--- config.mk ---
export PLATFORM = sky130hd
export DESIGN_NAME = cau_sat
export DESIGN_NICKNAME = d
export VERILOG_FILES = /design/src/rtl/cau_pkg.sv /design/src/rtl/cau_sat.sv
export SDC_FILE = /design/constraint.sdc
export NUM_CORES = 1
export LEC_CHECK = 0
export ABC_AREA = 1
export BUFFER_PORTS_ARGS = -buffer_cell sky130_fd_sc_hd__buf_2
export CAP_MARGIN = 20
export CELL_PAD_IN_SITES_DETAIL_PLACEMENT = 2
export CELL_PAD_IN_SITES_GLOBAL_PLACEMENT = 2
export CORE_ASPECT_RATIO = 0.5
export CORE_MARGIN = 2
export CORE_UTILIZATION = 23
export DETAILED_ROUTE_END_ITERATION = 8
export GPL_TIMING_DRIVEN = 0
export MAX_ROUTING_LAYER = met4
export PLACE_DENSITY_LB_ADDON = 0.1
export SYNTH_ARGS = -nofsm -noshare
export SYNTH_HDL_FRONTEND = slang
export SYNTH_SLANG_ARGS = --single-unit
--- constraint.sdc ---
create_clock -name clk -period 0.8 [get_ports clk]
set_clock_uncertainty 0.1 [all_clocks]
set_input_delay 0 -clock clk [delete_from_list [all_inputs] [get_ports clk]]
set_output_delay 0 -clock clk [all_outputs]
set_load 0.02 [all_outputs]
--- src/rtl/cau_pkg.sv ---
package cau_pkg;

    localparam logic [1:0] KIND_ADD = 2'd0;
    localparam logic [1:0] KIND_SUB = 2'd1;
    localparam logic [1:0] KIND_MUL = 2'd2;
    localparam logic [1:0] KIND_DIV = 2'd3;

    localparam int MAG_W = 64;
    localparam int NUM_W = 128;

    typedef struct packed {
        logic       valid;
        logic [1:0] kind;
    } cau_ctl_t;

endpackage

--- src/rtl/cau_sat.sv ---
module cau_sat
    import cau_pkg::*;
#(
    parameter int FRAC_BITS = 16
)
(
    input  logic               clk,
    input  logic               rst_n,
    input  cau_ctl_t           in_ctl,
    input  logic               in_neg_re,
    input  logic [MAG_W-1:0]   in_mag_re,
    input  logic [MAG_W-1:0]   in_hi_re,
    input  logic               in_neg_im,
    input  logic [MAG_W-1:0]   in_mag_im,
    input  logic [MAG_W-1:0]   in_hi_im,
    input  logic               in_dz,
    output logic               done,
    output logic signed [31:0] res_re,
    output logic signed [31:0] res_im,
    output logic               div_zero,
    output logic               overflow
);

    logic               done_reg;
    logic [31:0]        re_reg;
    logic [31:0]        im_reg;
    logic               dz_reg;
    logic               ovf_reg;
    logic [31:0]        re_next;
    logic [31:0]        im_next;
    logic               ovf_re;
    logic               ovf_im;

    function automatic logic [32:0] sat_part(input logic [1:0] kind, input logic neg,
                                             input logic [MAG_W-1:0] mag,
                                             input logic [MAG_W-1:0] hi);
        logic [MAG_W-1:0] q;
        logic             n;
        logic [32:0]      r;
        if (kind == KIND_MUL)
        begin
            q = neg ? ((mag + MAG_W'((64'd1 << FRAC_BITS) - 64'd1)) >> FRAC_BITS)
                    : (mag >> FRAC_BITS);
        end
        else
        begin
            q = mag;
        end
        n = neg && (q != '0 || hi != '0);
        if (!n)
        begin
            if (hi != '0 || q > MAG_W'(32'h7FFFFFFF))
                r = {1'b1, 32'h7FFFFFFF};
            else
                r = {1'b0, q[31:0]};
        end
        else
        begin
            if (hi != '0 || q > MAG_W'(33'h080000000))
                r = {1'b1, 32'h80000000};
            else
                r = {1'b0, 32'(-q[31:0])};
        end
        return r;
    endfunction

    always_comb
    begin
        {ovf_re, re_next} = sat_part(in_ctl.kind, in_neg_re, in_mag_re, in_hi_re);
        {ovf_im, im_next} = sat_part(in_ctl.kind, in_neg_im, in_mag_im, in_hi_im);
    end

    always_ff @(posedge clk or negedge rst_n)
    begin
        if (!rst_n)
        begin
            done_reg <= 1'b0;
        end
        else
        begin
            done_reg <= in_ctl.valid;
        end
    end

    always_ff @(posedge clk)
    begin
        re_reg  <= in_dz ? '0 : re_next;
        im_reg  <= in_dz ? '0 : im_next;
        dz_reg  <= in_dz;
        ovf_reg <= !in_dz && (ovf_re || ovf_im);
    end

    assign done     = done_reg;
    assign res_re   = re_reg;
    assign res_im   = im_reg;
    assign div_zero = dz_reg;
    assign overflow = ovf_reg;

endmodule

=== Yosys cells after proc, flatten, opt, wreduce, memory -nomap -nowiden ===
Index checks and enable logic that the tools add are counted.

* Add/sub/neg operators: 4
* $mul: 0
* Div/mod/pow operators: 0
* Order comparisons: 4
* Equality and inequality tests: 1
* Shift-type cells: 0
* Muxes and demuxes: 10
* Bitwise gates (word level): 0
* Reductions and logical operators: 15

{| class="wikitable"
|+ Operator list
! cell !! number
|-
| nonzero test 64 bit || 4
|-
| two-way mux 33 bit || 6
|-
| adder 64 x 16 -> 64 bit (second input constant) || 2
|-
| greater-than comparator 64 x 31 -> 1 bit (second input constant) || 2
|-
| greater-than comparator 64 x 32 -> 1 bit (second input constant) || 2
|-
| two-way mux 64 bit || 2
|-
| two-way mux 48 bit || 2
|-
| negator 32 bit || 2
|-
| logical OR 1 bit || 7
|-
| logical AND 1 bit || 3
|-
| == test 2 bit (second input constant) || 1
|-
| zero test 1 bit || 1
|}

* Register bits: 67
* Bits in latches: 0
* RAM bits: 0
* ROM bits: 0
* Input bits: 264
* Output and inout port bits: 67
* Word-level logic and storage cells: 39
* Memories kept: 0

=== Logic depth before layout (Yosys ltp) ===
* Word-level depth: 9
* Depth in mapped cells: 25
* Depth with buffers taken out: 22

=== Least setup slack after synthesis ===
No wires, ideal clock.

* Path kind: input -> register
* From: in in_mag_im[5]
* To: reg im_reg[2] (netlist: res_im[2])
* Library setup time: 129 ps
* Arrival time: 2,402 ps
* Data required time: 571 ps
* Setup slack: -1,831 ps
* Cell stages on the path: 24
* Path buffers: 3
* Cell sequence: nor2_1 -> nand2_1 -> nor2_4 -> nand2_2 -> buf_6 -> buf_6 -> a21oi_1 -> nand2_1 -> o21ai_1 -> inv_1 -> ha_1 -> inv_1 -> a21oi_2 -> nand2_2 -> nor2_4 -> nand2_2 -> nor2_4 -> nand2_1 -> nor2_1 -> nor2_1 -> buf_2 -> nor2_1 -> nor2_1 -> nor2_1

* Word-level cells in the longest chain between the ends: 7
* Elaborated cells between the ends (all ways): 14
* Classes of those cells: add/sub: 2; order compare: 2; mux: 5; reduce/logical: 5

{| class="wikitable"
|+ Ends and longest elaborated chain
! element !! line !! RTL
|-
| from (decl) || cau_sat.sv:14 || <nowiki>input logic [MAG_W-1:0] in_mag_im,</nowiki>
|-
| adder 64 x 16 -> 64 bit || cau_sat.sv:42 || <nowiki>q = neg ? ((mag + MAG_W'((64'd1 << FRAC_BITS) - 64'd1)) >> FRAC_BITS)</nowiki>
|-
| two-way mux 48 bit || cau_sat.sv:42 ||
|-
| two-way mux 64 bit (*) || cau_sat.sv:40 || <nowiki>if (kind == KIND_MUL)</nowiki>
|-
| greater-than comparator 64 x 31 -> 1 bit, or another cell as far along || cau_sat.sv:52 || <nowiki>if (hi != '0 || q > MAG_W'(32'h7FFFFFFF))</nowiki>
|-
| logical OR 1 bit, on equally long branches || cau_sat.sv:52, cau_sat.sv:49, cau_sat.sv:59 ||
|-
| two-way mux 33 bit, or another cell as far along || cau_sat.sv:52 ||
|-
| two-way mux 33 bit (*) || cau_sat.sv:50 || <nowiki>if (!n)</nowiki>
|-
| to (signal assigned) || cau_sat.sv:88 || <nowiki>im_reg <= in_dz ? '0 : im_next;</nowiki>
|-
| to (decl) || cau_sat.sv:26 || <nowiki>logic [31:0] im_reg;</nowiki>
|}

Every way passes the cells marked *; elsewhere a longest branch is shown, timed or not.
A chain may end at the register's enable or synchronous reset.

=== Worst setup path in the final report ===
* From: in in_mag_re[0]
* To: reg ovf_reg (netlist: overflow)

* Word-level cells in the longest chain between the ends: 9
* Elaborated cells between the ends (all ways): 15
* Classes of those cells: add/sub: 1; order compare: 2; mux: 5; reduce/logical: 7

{| class="wikitable"
|+ Ends and longest elaborated chain
! element !! line !! RTL
|-
| from (decl) || cau_sat.sv:11 || <nowiki>input logic [MAG_W-1:0] in_mag_re,</nowiki>
|-
| adder 64 x 16 -> 64 bit || cau_sat.sv:42 ||
|-
| two-way mux 48 bit || cau_sat.sv:42 ||
|-
| two-way mux 64 bit (*) || cau_sat.sv:40 ||
|-
| greater-than comparator 64 x 31 -> 1 bit, or another cell as far along || cau_sat.sv:52 ||
|-
| logical OR 1 bit, on equally long branches || cau_sat.sv:52, cau_sat.sv:49, cau_sat.sv:59 ||
|-
| two-way mux 33 bit, or another cell as far along || cau_sat.sv:52 ||
|-
| two-way mux 33 bit (*) || cau_sat.sv:50 ||
|-
| logical OR 1 bit (*) || cau_sat.sv:90 || <nowiki>ovf_reg <= !in_dz && (ovf_re || ovf_im);</nowiki>
|-
| logical AND 1 bit (*) || cau_sat.sv:90 ||
|-
| to (signal assigned) || cau_sat.sv:90 ||
|-
| to (decl) || cau_sat.sv:28 || <nowiki>logic ovf_reg;</nowiki>
|}

Marked as above.

==> out/metrics.yaml <==
clkTransAtPathRegs_ns: 0.06
netlist_instances: 2221
detail_route.vias_per_cell: 5.11
first_pass_iters: 5
wl_per_cell_um: 22.9
worstMarginPinSlew_ns: 0.967
yosysUniqueCellTypes: 42
grt_antenna_before_repair: 2
post_synth.cell_area_avg_um2: 5.05
setup_viol: 132
finish.utilization_pct: 38.9
first_global_vias: 17900
static-leakage-power_nw: 8.22
post-dp-hpwl_mm: 56.2
design.core.area_mm2: 0.0484
global_route.usage.total_pct: 28.0
post-layout-total-power_mw: 15.9
drc: 0
grt_setup_unrepaired: "true"
synth_warnings: 0
min-delay-start: "in_mag_re[12]"
critPathMaxFanout: 8
tritoncts.num_buffers: 9
grt_overflow: 0
hold_path_class: "in2reg"
setup_ws_ns: -1.94
filler_cell_count: 5986
chipWidth_um: 316
grt_max_degree: 13
cts_tree: "done"
max-slew-margin-rel_pct: 35.5
min_period_ns: 2.74
core.rowCount: 57
grt_first_pass_wirelength_mm: 106
hold-path-cell-count: 5
number_of_enable_flip_flop_cells_after_synthesis: 0
status: "complete, but fails checks"
maxCapViolations: 0
holdPathEnd: "res_re[12]"
clock_tree.buffer_depth: 2
htree_num_levels: 3
syn_to_final_growth_pct: 67.5
synth.ff_latch_count: 67
dp_slack_ns: -3.22
io_pins: 331
final_max_slew_viol_count: 0
synth_sequential_area_ratio_pct: 12.0
cp-start-kind: "primary input"
ys.flop_type: "sky130_fd_sc_hd__dfxtp_1"
dr.first_iter.drc_count: 1001
antenna_violating_nets_post_route: 0
detailroute.via_count: 17200
die_area_mm2: 0.0507
synth_nets: 2489
syn_area_mm2: 0.0112
crit_arrival_ns: 2.85
worstSetupPathType: "in2reg"
final_nets: 2980
p_per_area_mw_per_mm2: 844
floorplan.initialDensity_pct: 23.2
timing.critical_path.to_type: "register"
tritoncts_num_sinks: 67
postRouteWirelength_mm: 77.0
violations_in_the_final_reports: "setup timing"
die_h_um: 160
timing.final.crit_share_pct: 342
max_clock_freq_mhz: 365
gp_congestion: 0.963
ctsRootBufferMaster: "sky130_fd_sc_hd__clkbuf_16"
timing.final.hold_violations: 0
post_route_cells_drive_above_1_share_pct: 43.8
io_buf_count: 328
power.ir.vdd_worst_mv: 0.721
worst-endpoint-required_ns: 0.91
async_flop_share_pct: 1.49
[cell usage after synthesis, types with 2 or more instances]
| cell type | count | area (um^2) |
|---|---|---|
| sky130_fd_sc_hd__nor4_1 | 38 | 238 |
| sky130_fd_sc_hd__nor2_4 | 16 | 180 |
| sky130_fd_sc_hd__inv_2 | 14 | 52.6 |
| sky130_fd_sc_hd__nor2_2 | 36 | 225 |
| sky130_fd_sc_hd__nand3_1 | 229 | 1150 |
| sky130_fd_sc_hd__o21ai_1 | 11 | 55.1 |
| sky130_fd_sc_hd__ha_1 | 4 | 50.1 |
| sky130_fd_sc_hd__a21oi_2 | 12 | 105 |
| sky130_fd_sc_hd__clkbuf_1 | 11 | 41.3 |
| sky130_fd_sc_hd__xnor2_1 | 9 | 78.8 |
| sky130_fd_sc_hd__o21ai_2 | 6 | 52.6 |
| sky130_fd_sc_hd__nand3_4 | 4 | 70.1 |
| sky130_fd_sc_hd__buf_4 | 13 | 97.6 |
| sky130_fd_sc_hd__o21ai_0 | 28 | 140 |
| sky130_fd_sc_hd__nand4_1 | 72 | 450 |
| sky130_fd_sc_hd__nor3_2 | 3 | 30.0 |
| sky130_fd_sc_hd__nor2_8 | 2 | 40.0 |
| sky130_fd_sc_hd__nor2_1 | 406 | 1520 |
| sky130_fd_sc_hd__nand2_2 | 33 | 206 |
| sky130_fd_sc_hd__dfxtp_1 | 66 | 1320 |
| sky130_fd_sc_hd__nand2_4 | 3 | 33.8 |
| sky130_fd_sc_hd__inv_1 | 226 | 848 |
| sky130_fd_sc_hd__buf_1 | 4 | 15.0 |
| sky130_fd_sc_hd__nand3_2 | 7 | 70.1 |
| sky130_fd_sc_hd__or2_2 | 12 | 75.1 |
| sky130_fd_sc_hd__nand3b_1 | 20 | 150 |
| sky130_fd_sc_hd__and2_1 | 5 | 31.3 |
| sky130_fd_sc_hd__buf_6 | 11 | 124 |
| sky130_fd_sc_hd__nand2_1 | 797 | 2990 |
| sky130_fd_sc_hd__a21oi_1 | 43 | 215 |
| sky130_fd_sc_hd__buf_2 | 25 | 125 |
| sky130_fd_sc_hd__xor2_1 | 24 | 210 |
| sky130_fd_sc_hd__nor3_1 | 22 | 110 |
[layout make-up]
class | count | area (um^2) | share of cell area (%)
antenna | 1 | 2.50 | 0.0133
buffer | 64 | 693 | 3.69
clock buffer | 10 | 239 | 1.27
clock inverter | 6 | 113 | 0.599
inverter | 242 | 925 | 4.92
multi-input combinational | 1848 | 10900 | 57.9
sequential | 67 | 1430 | 7.61
tap | 649 | 812 | 4.32
timing repair buffer | 480 | 3700 | 19.7
[per-layer routing]
| metal | routed length (um) | GRT usage [%] | share of wire [%] |
|---|---|---|---|
| met2 | 37800 | 47.4 | 49 |
| met3 | 3080 | 2.87 | 4.0 |
| met5 | 0 | - | 0 |
| met1 | 34300 | 36.4 | 44 |
| met4 | 1940 | 4.91 | 2.5 |
[per-stage QoR]
| stage | TNS (ns) | std cells | cell area (um^2) | hold WS [ns] |
|---|---|---|---|---|
| 6_report | -120.91 | 3367 | 18800 | 0.142 |
| 5_1_grt | -130.08 | 3367 | 18800 | 0.164 |
| 4_1_cts | -113.44 | 3314 | 16800 | 0.0831 |
| 3_5_place_dp | -189.71 | 3198 | 13800 | -0.324 |
| 3_3_place_gp | -189.12 | 3198 | 13800 | -0.326 |
| 2_1_floorplan | -106.37 | 2221 | 11300 | -0.396 |
[cells by family after synthesis]
| logic type | share of synthesized area (%) |
|---|---|
| AND/OR/NAND/NOR | 67.9 |
| buffers and inverters | 11.7 |
| XOR/XNOR | 2.58 |
| flip-flops | 12.0 |
| adder cells (fa/ha/maj) | 0.446 |
| AO/OA/AOI/OAI | 5.34 |
[repair_timing]
item,CTS,global route
gates resized for setup,527,453
endpoints found under the setup margin,132,132
gates cloned,9,3
buffers inserted,87,51
pin swaps,98,118
hold buffers,4,0
endpoints found under the hold margin,3,0
[how the worst max path moves through the flow]
| stage | from | endpoint | slack [ns] | cells past startpoint |
|---|---|---|---|---|
| 2_1_floorplan | in_mag_im[5] | res_im[17] | -1.69 | 24 |
| 4_1_cts | in_mag_im[3] | res_im[14] | -1.72 | 25 |
| 5_1_grt | in_mag_re[0] | overflow | -2.01 | 24 |
| 3_5_place_dp | in_ctl[1] | overflow | -3.22 | 17 |
| 3_3_place_gp | in_ctl[1] | overflow | -3.19 | 17 |
| 6_report | in_mag_re[0] | overflow | -1.94 | 24 |
[critical path, stage by stage]
cell and delay (ns):
sky130_fd_sc_hd__buf_6 0.10, sky130_fd_sc_hd__nor2_2 0.15, sky130_fd_sc_hd__nand2_2 0.08, sky130_fd_sc_hd__nor2_4 0.21, sky130_fd_sc_hd__nand2_8 0.11, sky130_fd_sc_hd__nand3_4 0.11
sky130_fd_sc_hd__nand2_2 0.07, sky130_fd_sc_hd__nand2_2 0.09, sky130_fd_sc_hd__o21ai_4 0.08, sky130_fd_sc_hd__inv_2 0.12, sky130_fd_sc_hd__ha_4 0.15, sky130_fd_sc_hd__inv_2 0.04
sky130_fd_sc_hd__nor2_2 0.12, sky130_fd_sc_hd__nand2_2 0.10, sky130_fd_sc_hd__nor2_4 0.14, sky130_fd_sc_hd__nand3_4 0.13, sky130_fd_sc_hd__nor2_8 0.14, sky130_fd_sc_hd__nand3_4 0.12
sky130_fd_sc_hd__o21ai_4 0.17, sky130_fd_sc_hd__buf_12 0.18, sky130_fd_sc_hd__buf_4 0.14, sky130_fd_sc_hd__nand3_4 0.08, sky130_fd_sc_hd__nor2_2 0.15, sky130_fd_sc_hd__nor2_1 0.05
[report_power, final]
group / internal (mW) / switching (mW)
sequential: 3.55 / 0.0930
clock: 3.14 / 1.73
combinational: 2.63 / 4.72
total: 9.32 / 6.54
[cell usage in the layout, fill, tap and decap left out, types with 13 or more instances in the layout]
cell type                    n
sky130_fd_sc_hd__nand4_1    72
sky130_fd_sc_hd__nand2_4    33
sky130_fd_sc_hd__nor2_1    246
sky130_fd_sc_hd__dfxtp_2    66
sky130_fd_sc_hd__a21oi_2    42
sky130_fd_sc_hd__buf_4     148
sky130_fd_sc_hd__nand3_1   160
sky130_fd_sc_hd__xor2_1     22
sky130_fd_sc_hd__buf_6     119
sky130_fd_sc_hd__inv_2      26
sky130_fd_sc_hd__nand2_2   124
sky130_fd_sc_hd__nor3_1     19
sky130_fd_sc_hd__buf_12     22
sky130_fd_sc_hd__clkbuf_4   13
sky130_fd_sc_hd__nand3_2    48
sky130_fd_sc_hd__o21ai_0    22
sky130_fd_sc_hd__nand3b_1   20
sky130_fd_sc_hd__nor2_4    120
sky130_fd_sc_hd__nor4_1     38
sky130_fd_sc_hd__inv_1     210
sky130_fd_sc_hd__nand3_4    32
sky130_fd_sc_hd__nand2_1   673
sky130_fd_sc_hd__buf_2     212
sky130_fd_sc_hd__nor2_2     92
Power figures use the tool's default switching activity.
